### src/design/dtmf_seg_pkg.sv
// Shared types, status codes and DTMF frequency tables of the tone segmenter.
// Depends on nothing.
`timescale 1ns / 1ps

package dtmf_seg_pkg;

    localparam int TS_W   = 64;
    localparam int DUR_W  = 16;
    localparam int VOL_W  = 6;
    localparam int CODE_W = 8;
    localparam int STAT_W = 2;
    localparam int COL_W  = 11;
    localparam int ROW_W  = 10;

    localparam logic [STAT_W-1:0] STATUS_VALID         = 2'd0;
    localparam logic [STAT_W-1:0] STATUS_REDUNDANT_END = 2'd1;
    localparam logic [STAT_W-1:0] STATUS_UNKNOWN_EVENT = 2'd2;

    typedef struct packed {
        logic              marker_bit;
        logic              end_bit;
        logic [TS_W-1:0]   event_timestamp;
        logic [DUR_W-1:0]  event_duration;
        logic [VOL_W-1:0]  event_volume;
        logic [CODE_W-1:0] event_code;
    } item_t;

    typedef struct packed {
        logic [STAT_W-1:0] status;
        logic              marker_out;
        logic [VOL_W-1:0]  volume_out;
        logic [DUR_W-1:0]  segment_duration;
        logic [TS_W-1:0]   segment_timestamp;
        logic [COL_W-1:0]  column_freq_hz;
        logic [ROW_W-1:0]  row_freq_hz;
    } result_t;

    typedef struct packed {
        logic [TS_W-1:0]  current_timestamp;
        logic [DUR_W-1:0] sent_duration;
        logic             end_already_sent;
    } track_t;

    // High-group (column) frequency of a DTMF key.
    function automatic logic [COL_W-1:0] column_freq(input logic [3:0] code);
        logic [COL_W-1:0] f;
        case (code) inside
            4'd1, 4'd4, 4'd7, 4'd10:  f = 11'd1209;
            4'd0, 4'd2, 4'd5, 4'd8:   f = 11'd1336;
            4'd3, 4'd6, 4'd9, 4'd11:  f = 11'd1477;
            default:                  f = 11'd1633;
        endcase
        return f;
    endfunction

    // Low-group (row) frequency of a DTMF key.
    function automatic logic [ROW_W-1:0] row_freq(input logic [3:0] code);
        logic [ROW_W-1:0] f;
        case (code) inside
            4'd1, 4'd2, 4'd3, 4'd12:  f = 10'd697;
            4'd4, 4'd5, 4'd6, 4'd13:  f = 10'd770;
            4'd7, 4'd8, 4'd9, 4'd14:  f = 10'd852;
            default:                  f = 10'd941;
        endcase
        return f;
    endfunction

endpackage

### src/design/dtmf_seg_calc.sv
// Combinational segment builder: classifies one packet, forms its result and
// the next event-tracking state. Depends on dtmf_seg_pkg.
`timescale 1ns / 1ps

module dtmf_seg_calc (
    input  dtmf_seg_pkg::item_t   item,
    input  dtmf_seg_pkg::track_t  track,
    output dtmf_seg_pkg::result_t result,
    output dtmf_seg_pkg::track_t  track_next
);

    logic                          same_ts;
    logic                          redundant_end;
    logic                          unknown_code;
    logic [dtmf_seg_pkg::DUR_W-1:0] sent_eff;

    assign same_ts       = (item.event_timestamp == track.current_timestamp);
    assign redundant_end = item.end_bit && same_ts && track.end_already_sent;
    assign unknown_code  = (item.event_code[dtmf_seg_pkg::CODE_W-1:4] != '0);

    // A new timestamp starts a fresh event, so nothing of it has been sent yet.
    assign sent_eff = same_ts ? track.sent_duration : '0;

    always_comb
    begin
        result     = '0;
        track_next = track;
        if (redundant_end)
        begin
            result.status = dtmf_seg_pkg::STATUS_REDUNDANT_END;
        end
        else if (unknown_code)
        begin
            result.status = dtmf_seg_pkg::STATUS_UNKNOWN_EVENT;
        end
        else
        begin
            result.status            = dtmf_seg_pkg::STATUS_VALID;
            result.marker_out        = item.marker_bit;
            result.volume_out        = item.event_volume;
            result.segment_duration  = item.event_duration - sent_eff;
            result.segment_timestamp = item.event_timestamp
                + {{(dtmf_seg_pkg::TS_W-dtmf_seg_pkg::DUR_W){1'b0}}, sent_eff};
            result.column_freq_hz    = dtmf_seg_pkg::column_freq(item.event_code[3:0]);
            result.row_freq_hz       = dtmf_seg_pkg::row_freq(item.event_code[3:0]);
            track_next.current_timestamp = item.event_timestamp;
            track_next.sent_duration     = item.event_duration;
            track_next.end_already_sent  = item.end_bit;
        end
    end

endmodule

### src/design/dtmf_event_to_tone_segmenter.sv
// Top level of the telephone-event to DTMF tone segmenter.
// Depends on dtmf_seg_pkg and dtmf_seg_calc.
`timescale 1ns / 1ps

// The segmenter takes one telephone-event packet per transfer and returns one
// result per packet, in order, through the input and result registers. It
// sustains one packet per clock cycle unless the output side stalls: the
// figure is set by the event-tracking registers (timestamp, duration already
// sent, end flag), which are read and rewritten in the single cycle in which a
// packet moves from the input register into the result register, through one
// 64-bit compare and one 64-bit add. A result with status zero carries the
// DTMF column and row frequencies, the part of the cumulative duration not
// yet sent and the timestamp at which that part starts. A repeated end packet
// of the same event returns status one, a code above 15 returns status two;
// both leave the tracking state untouched and carry zero in every other
// field. The input side stalls only while its register holds a packet and the
// result register holds a result that the output side is stalling.

module dtmf_event_to_tone_segmenter (
    input  logic                                clk,
    input  logic                                rst_n,

    input  logic                                event_valid,
    output logic                                event_stall,
    input  logic                                marker_bit,
    input  logic                                end_bit,
    input  logic [dtmf_seg_pkg::TS_W-1:0]       event_timestamp,
    input  logic [dtmf_seg_pkg::DUR_W-1:0]      event_duration,
    input  logic [dtmf_seg_pkg::VOL_W-1:0]      event_volume,
    input  logic [dtmf_seg_pkg::CODE_W-1:0]     event_code,

    output logic                                segment_valid,
    input  logic                                segment_stall,
    output logic [dtmf_seg_pkg::STAT_W-1:0]     status,
    output logic                                marker_out,
    output logic [dtmf_seg_pkg::VOL_W-1:0]      volume_out,
    output logic [dtmf_seg_pkg::DUR_W-1:0]      segment_duration,
    output logic [dtmf_seg_pkg::TS_W-1:0]       segment_timestamp,
    output logic [dtmf_seg_pkg::COL_W-1:0]      column_freq_hz,
    output logic [dtmf_seg_pkg::ROW_W-1:0]      row_freq_hz
);

    // Input register: holds the packet being worked on.
    dtmf_seg_pkg::item_t   item_reg;
    logic                  item_valid_reg;

    // Event tracking state, advanced by each packet that yields a valid result.
    dtmf_seg_pkg::track_t  track_reg;
    dtmf_seg_pkg::track_t  track_next;

    // Result register facing the output channel.
    dtmf_seg_pkg::result_t result_reg;
    dtmf_seg_pkg::result_t result_next;
    logic                  result_valid_reg;

    logic                  out_free;
    logic                  move;
    logic                  take;

    // The result register can be loaded when it is empty or being drained.
    assign out_free    = !result_valid_reg || !segment_stall;
    assign move        = item_valid_reg && out_free;
    assign event_stall = item_valid_reg && !out_free;
    assign take        = event_valid && !event_stall;

    dtmf_seg_calc u_calc (
        .item       (item_reg),
        .track      (track_reg),
        .result     (result_next),
        .track_next (track_next)
    );

    always_ff @(posedge clk or negedge rst_n)
    begin
        if (!rst_n)
        begin
            item_valid_reg   <= 1'b0;
            result_valid_reg <= 1'b0;
            track_reg        <= '0;
        end
        else
        begin
            if (take)
            begin
                item_valid_reg <= 1'b1;
            end
            else if (move)
            begin
                item_valid_reg <= 1'b0;
            end

            if (move)
            begin
                result_valid_reg <= 1'b1;
                track_reg        <= track_next;
            end
            else if (!segment_stall)
            begin
                result_valid_reg <= 1'b0;
            end
        end
    end

    // Payload registers carry no reset; their valid bits qualify them.
    always_ff @(posedge clk)
    begin
        if (take)
        begin
            item_reg.marker_bit      <= marker_bit;
            item_reg.end_bit         <= end_bit;
            item_reg.event_timestamp <= event_timestamp;
            item_reg.event_duration  <= event_duration;
            item_reg.event_volume    <= event_volume;
            item_reg.event_code      <= event_code;
        end
        if (move)
        begin
            result_reg <= result_next;
        end
    end

    assign segment_valid     = result_valid_reg;
    assign status            = result_reg.status;
    assign marker_out        = result_reg.marker_out;
    assign volume_out        = result_reg.volume_out;
    assign segment_duration  = result_reg.segment_duration;
    assign segment_timestamp = result_reg.segment_timestamp;
    assign column_freq_hz    = result_reg.column_freq_hz;
    assign row_freq_hz       = result_reg.row_freq_hz;

endmodule

### config.mk
export PLATFORM = sky130hd
export DESIGN_NAME = dtmf_event_to_tone_segmenter
export DESIGN_NICKNAME = d
export VERILOG_FILES = /design/src/design/dtmf_seg_pkg.sv /design/src/design/dtmf_seg_calc.sv /design/src/design/dtmf_event_to_tone_segmenter.sv
export SDC_FILE = /design/constraint.sdc
export NUM_CORES = 1
export LEC_CHECK = 0
export ABC_AREA = 1
export BUFFER_PORTS_ARGS = -buffer_cell sky130_fd_sc_hd__buf_2
export CAP_MARGIN = 20
export CORE_AREA = 2 2 167 169
export CTS_CLUSTER_SIZE = 8
export DETAILED_ROUTE_END_ITERATION = 12
export DIE_AREA = 0 0 169 171
export PLACE_DENSITY = 0.77
export RECOVER_POWER = 50
export SKIP_CTS_REPAIR_TIMING = 1
export SYNTH_ARGS = -nofsm -noshare
export SYNTH_HDL_FRONTEND = slang
export SYNTH_SLANG_ARGS = --single-unit
export TNS_END_PERCENT = 1
### constraint.sdc
create_clock -name clk -period 8.2 [get_ports clk]
set_input_delay 1.64 -clock clk [delete_from_list [all_inputs] [get_ports clk]]
set_output_delay 1.64 -clock clk [all_outputs]
set_load 0.005 [all_outputs]
# After elaboration in Yosys (flattened, before gate mapping)
# Cells that the tools add are included.
# Widths: inputs -> output; s select.
word_totals:
  out_inout_bits: 112
  ff_bits: 289
classes:
  n_mux: 12
  reduce_logical: 25
  n_eq_ne: 16
  addsub: 2
  bitwise_logic: 2
ops:
  columns: ["op", "count"]
  rows:
  - ["$add 64x16->64", 1]
  - ["$eq 64x64->1", 1]
  - ["$eq 4x4->1 const B", 7]
  - ["$mux 8", 3]
  - ["$reduce_or 4->1", 6]
  - ["$mux 11", 2]
  - ["$reduce_or 10->1", 2]
  - ["$eq 4x3->1 const B", 4]
  - ["$mux 16", 1]
  - ["$sub 16x16->16", 1]
  - ["$reduce_or 6->1", 2]
  - ["$mux 10", 1]
  - ["$eq 4x2->1 const B", 2]
  - ["$logic_and 1x1->1", 5]
  - ["$eq 4x1->1 const B", 1]
  - ["$logic_not 1->1", 4]
  - ["$logic_not 4->1", 1]
  - ["$mux 1", 4]
  - ["$reduce_bool 4->1", 1]
  - ["$reduce_and 3->1", 1]
  - ["$mux 2", 1]
  - ["$ne 2x1->1 const B", 1]
  - ["$not 1->1", 2]
  - ["$reduce_bool 2->1", 1]
  - ["2 further kinds", 2]

# Depth between registers and ports, before layout
depth:
  word_depth: 7
  ltp_mapped: 29
  mapped_depth_nobuf: 27

# Modules after synthesis
# From an unflattened synthesis, not the netlist that was laid out.
unflattened:
  cells_unflattened: 1907
  area_unflattened_um2: 15752.6
by_module_without_submodules:
  columns: ["mod", "area_each_um2", "n_inst", "cells_each"]
  rows:
  - ["dtmf_event_to_tone_segmenter", 9550.4, 1, 568]
  - ["dtmf_seg_calc", 6202.2, 1, 1339]

# Least setup slack after synthesis
# Ideal clock, no wire load.
synth_timing:
  kind: "input to register"
  start: "input port segment_stall"
  end: "register result_reg (netlist bit column_freq_hz[0]), enable pin"
  setup_slack_ps: 2549
  arrival_time_ps: 5142
  path_stages: 3
  n_path_buf: 2
  cell_sequence: "a21oi_1 -> clkbuf_1 -> clkbuf_1"
synth_between:
  elab_chain_len: 3
synth_rtl:
  columns: ["item", "line_no", "text"]
  rows:
  - ["start: declaration", "dtmf_event_to_tone_segmenter.sv:33", "input logic segment_stall,"]
  - ["$logic_not 1->1", null, null]
  - ["$logic_or 1x1->1", "dtmf_event_to_tone_segmenter.sv:61", "assign out_free = !result_valid_reg || !segment_stall;"]
  - ["$logic_and 1x1->1", "dtmf_event_to_tone_segmenter.sv:62", "assign move = item_valid_reg && out_free;"]
  - ["via move", "dtmf_event_to_tone_segmenter.sv:57", "logic move;"]
  - ["end signal: assignment", "dtmf_event_to_tone_segmenter.sv:118", "result_reg <= result_next;"]
  - ["end: declaration", "dtmf_event_to_tone_segmenter.sv:52", "dtmf_seg_pkg::result_t result_reg;"]
# The timed path passes the listed nets, and every way through them passes these cells.
# A chain may end at the register's enable or synchronous reset.

# Worst setup path in the final report
layout_timing:
  start: "input port segment_stall"
  end: "register track_reg[57] (netlist bit)"
layout_between:
  elab_chain_len: 4
layout_rtl:
  columns: ["item", "line_no", "text"]
  rows:
  - ["$logic_not 1->1", null, null]
  - ["$logic_or 1x1->1", "dtmf_event_to_tone_segmenter.sv:61", null]
  - ["$logic_and 1x1->1", "dtmf_event_to_tone_segmenter.sv:62", null]
  - ["$reduce_and 3->1 (no line)", null, null]
  - ["end signal: assignment", "dtmf_event_to_tone_segmenter.sv:95", "track_reg <= track_next;"]
  - ["end: declaration", "dtmf_event_to_tone_segmenter.sv:48", "dtmf_seg_pkg::track_t track_reg;"]
# No other way between the ends.

==> flow_metrics.tcl <==
set metrics [dict create \
    route.detailed.drc 0 \
    tritoncts "built" \
    hold_ws_ns 0.466 \
    track_usage 0.294 \
    r2r_start "item_reg[75]" \
    combinationalPowerShare 0.134 \
    coreArea_sq_um 27300 \
    period_share 0.650 \
    grt_max_degree 186 \
    antenna_found_initial 1 \
    sw_frac_of_total 0.272 \
    cts_sinks 283 \
    slew_headroom -1.96 \
    synth_seq_cells 283 \
    end_kind "register" \
    drt-initial-drc-count 1240 \
    cts_buffers 41 \
    synth_edf_count 200 \
    place_congestion 0.992 \
    setup_viol 0 \
    powerDensity_nw_per_um2 238 \
    vias 12613 \
    tightest_slew_ns 4.44 \
    max_freq_mhz 188 \
    antenna_left 0 \
    synth.distinct_cells 41 \
    synthTopCellsByArea "edfxtp_1 41%, dfrtp_1 14%, nand2_1 13%, inv_1 5.4%, nor2_1 4.7%" \
    synth_cells 1710 \
    drive_above_1_share 0.128 \
    seqPwrFrac 0.479 \
    wl_um 42400 \
    tns_ns 0 \
    nets 2038 \
    syn_area_per_cell_sq_um 8.64 \
    grt-ovfl-total 0 \
    rsz0062_at_grt "no" \
    largest_reg_flops 96 \
    start_util 0.540 \
    drv_cap 4 \
    hold_viol_final 0 \
    num_rows 61 \
    period_needed_ns 5.33 \
    ys.flop_type "edfxtp_1" \
    multiInputGateArea_sq_um 5520 \
    ir_drop_mv 0.206 \
    startpoint "segment_stall" \
    nFillCells 2355 \
    maxSlewViolCount 320 \
    cts_buffer_depth 3 \
    io_pins 212 \
    yosysMostFrequentCell "nand2_1" \
    synth_nets 1843 \
    outcome "complete, but fails checks" \
    drtPass1Iterations 6 \
    min-delay-start "item_valid_reg" \
    synth_common_cells "516 x nand2_1, 213 x inv_1, 200 x edfxtp_1, 186 x nor2_1, 109 x nand4_1" \
    portBuffers 210 \
    viasPerCell 5.52 \
    grt_pass1_wl_um 65600 \
    synth_top_area_share 0.407 \
    worst_ep_arrival_time_ns 5.77 \
    violations "capacitance limit, slew limit" \
    clkTransAtPathRegs_ns 0.05 \
    die_y_um 171 \
    cts_root_buffer "clkbuf_16" \
    cp_data_required_time_ns 8.64 \
    worstSetupStartpointType "input pin" \
    htree_levels 2 \
    areaGrowthSynthToFinish_pct 16.1 \
    crit_path_max_fanout 185 \
    syn_area_sq_um 14800 \
    p_leak_nw 8.10 \
    yosysTopAreaCell "edfxtp_1" \
    grt_pass1_vias 11828 \
    clkPwrFrac 0.386 \
    die_w_um 169 \
    antenna-diode-count 0 \
    wl_per_cell_um 18.5 \
    skew_ns 0.0179 \
    hold_path.class "reg2reg" \
    intPower_mw 2.97 \
    synth-seq-area-share 0.547 \
    ff_latch_area_sq_um 8080 \
    netSwitchingPower_mw 1.11 \
    die-area_sq_um 28900 \
    synth-warning-count 0 \
    critical_path_class "in2reg" \
    clk_latency_ns 0.52 \
    place_hpwl_um 30600 \
    async_flop_share 0.293 \
]
-- critical path, stage by stage --
cell      delay (ns)
clkbuf_1        0.09
a21oi_1         0.29
clkbuf_2        2.89
nand4_1         0.31
nand2_1         0.22
-- path summary, 6_finish.rpt --
| path | to | slack (ns) | cells past startpoint |
|---|---|---|---|
| max in group asynchronous | item_valid_reg | 2.97 | 2 |
| hold reg to reg | segment_valid | 0.47 | 2 |
| min in group asynchronous | track_reg[66] | 1.86 | 1 |
| setup reg to reg | segment_timestamp[20] | 3.59 | 22 |
| hold / removal | segment_valid | 0.47 | 2 |
| setup / recovery | track_reg[57] | 2.87 | 5 |
-- metal layers --
metal	vias up	global-route usage	wire length, um
met1	5981	0.421	18600
met3	70	0.0516	3650
met4	0	0.0918	1080
met2	553	0.460	19000
li1	6009	-	-
met5	-	0	0
-- layout make-up --
class	instances	area share
Timing Repair Buffer	217	0.0611
Inverter	225	0.0493
Multi-Input combinational cell	1137	0.322
Clock inverter	1	0.000511
Sequential cell	283	0.471
Tap cell	346	0.0252
Clock buffer	75	0.0703
-- cells by family after synthesis --
group,share of synthesized area
compound gates,0.0419
xor+xnor,0.0279
fa+ha+maj,0.0290
buf+inv,0.0803
flops,0.547
other cells,0.000254
simple gates,0.273
-- stage by stage --
stage               instances  total power, mW  instance area [sq um]   util  setup WS, ns
floorplan                1710             2.30                  14800      -          2.55
global placement         2207             2.49                  16000  0.586          3.90
detailed placement       2208             2.52                  16000  0.587          3.82
CTS                      2284             4.10                  17300  0.631          3.79
global route             2284             4.27                  17100  0.628          2.19
finish                   2284             4.08                  17100  0.628          2.87
-- power groups by stage --
stage	Clock [mW]	Sequential, mW	Combinational, mW
after floorplan	0	1.92	0.377
after global placement	0	1.96	0.537
after detailed placement	0	1.96	0.556
after CTS	1.60	1.94	0.558
after global routing	1.66	1.98	0.630
final	1.58	1.96	0.548
-- placed cells by master, fill, tap and decap left out, types with 31 or more instances in the layout --
| master | Yosys | layout |
|---|---|---|
| a21oi_1 | 77 | 77 |
| buf_2 | 27 | 170 |
| clkbuf_1 | 8 | 72 |
| clkbuf_16 | 0 | 43 |
| dfrtp_1 | 83 | 83 |
| edfxtp_1 | 200 | 200 |
| ha_1 | 31 | 31 |
| inv_1 | 213 | 212 |
| nand2_1 | 516 | 516 |
| nand3_1 | 56 | 56 |
| nand4_1 | 109 | 109 |
| nor2_1 | 186 | 186 |
| nor3_1 | 38 | 38 |
| xor2_1 | 45 | 45 |
No activity file was read; power rests on OpenSTA's default activity.
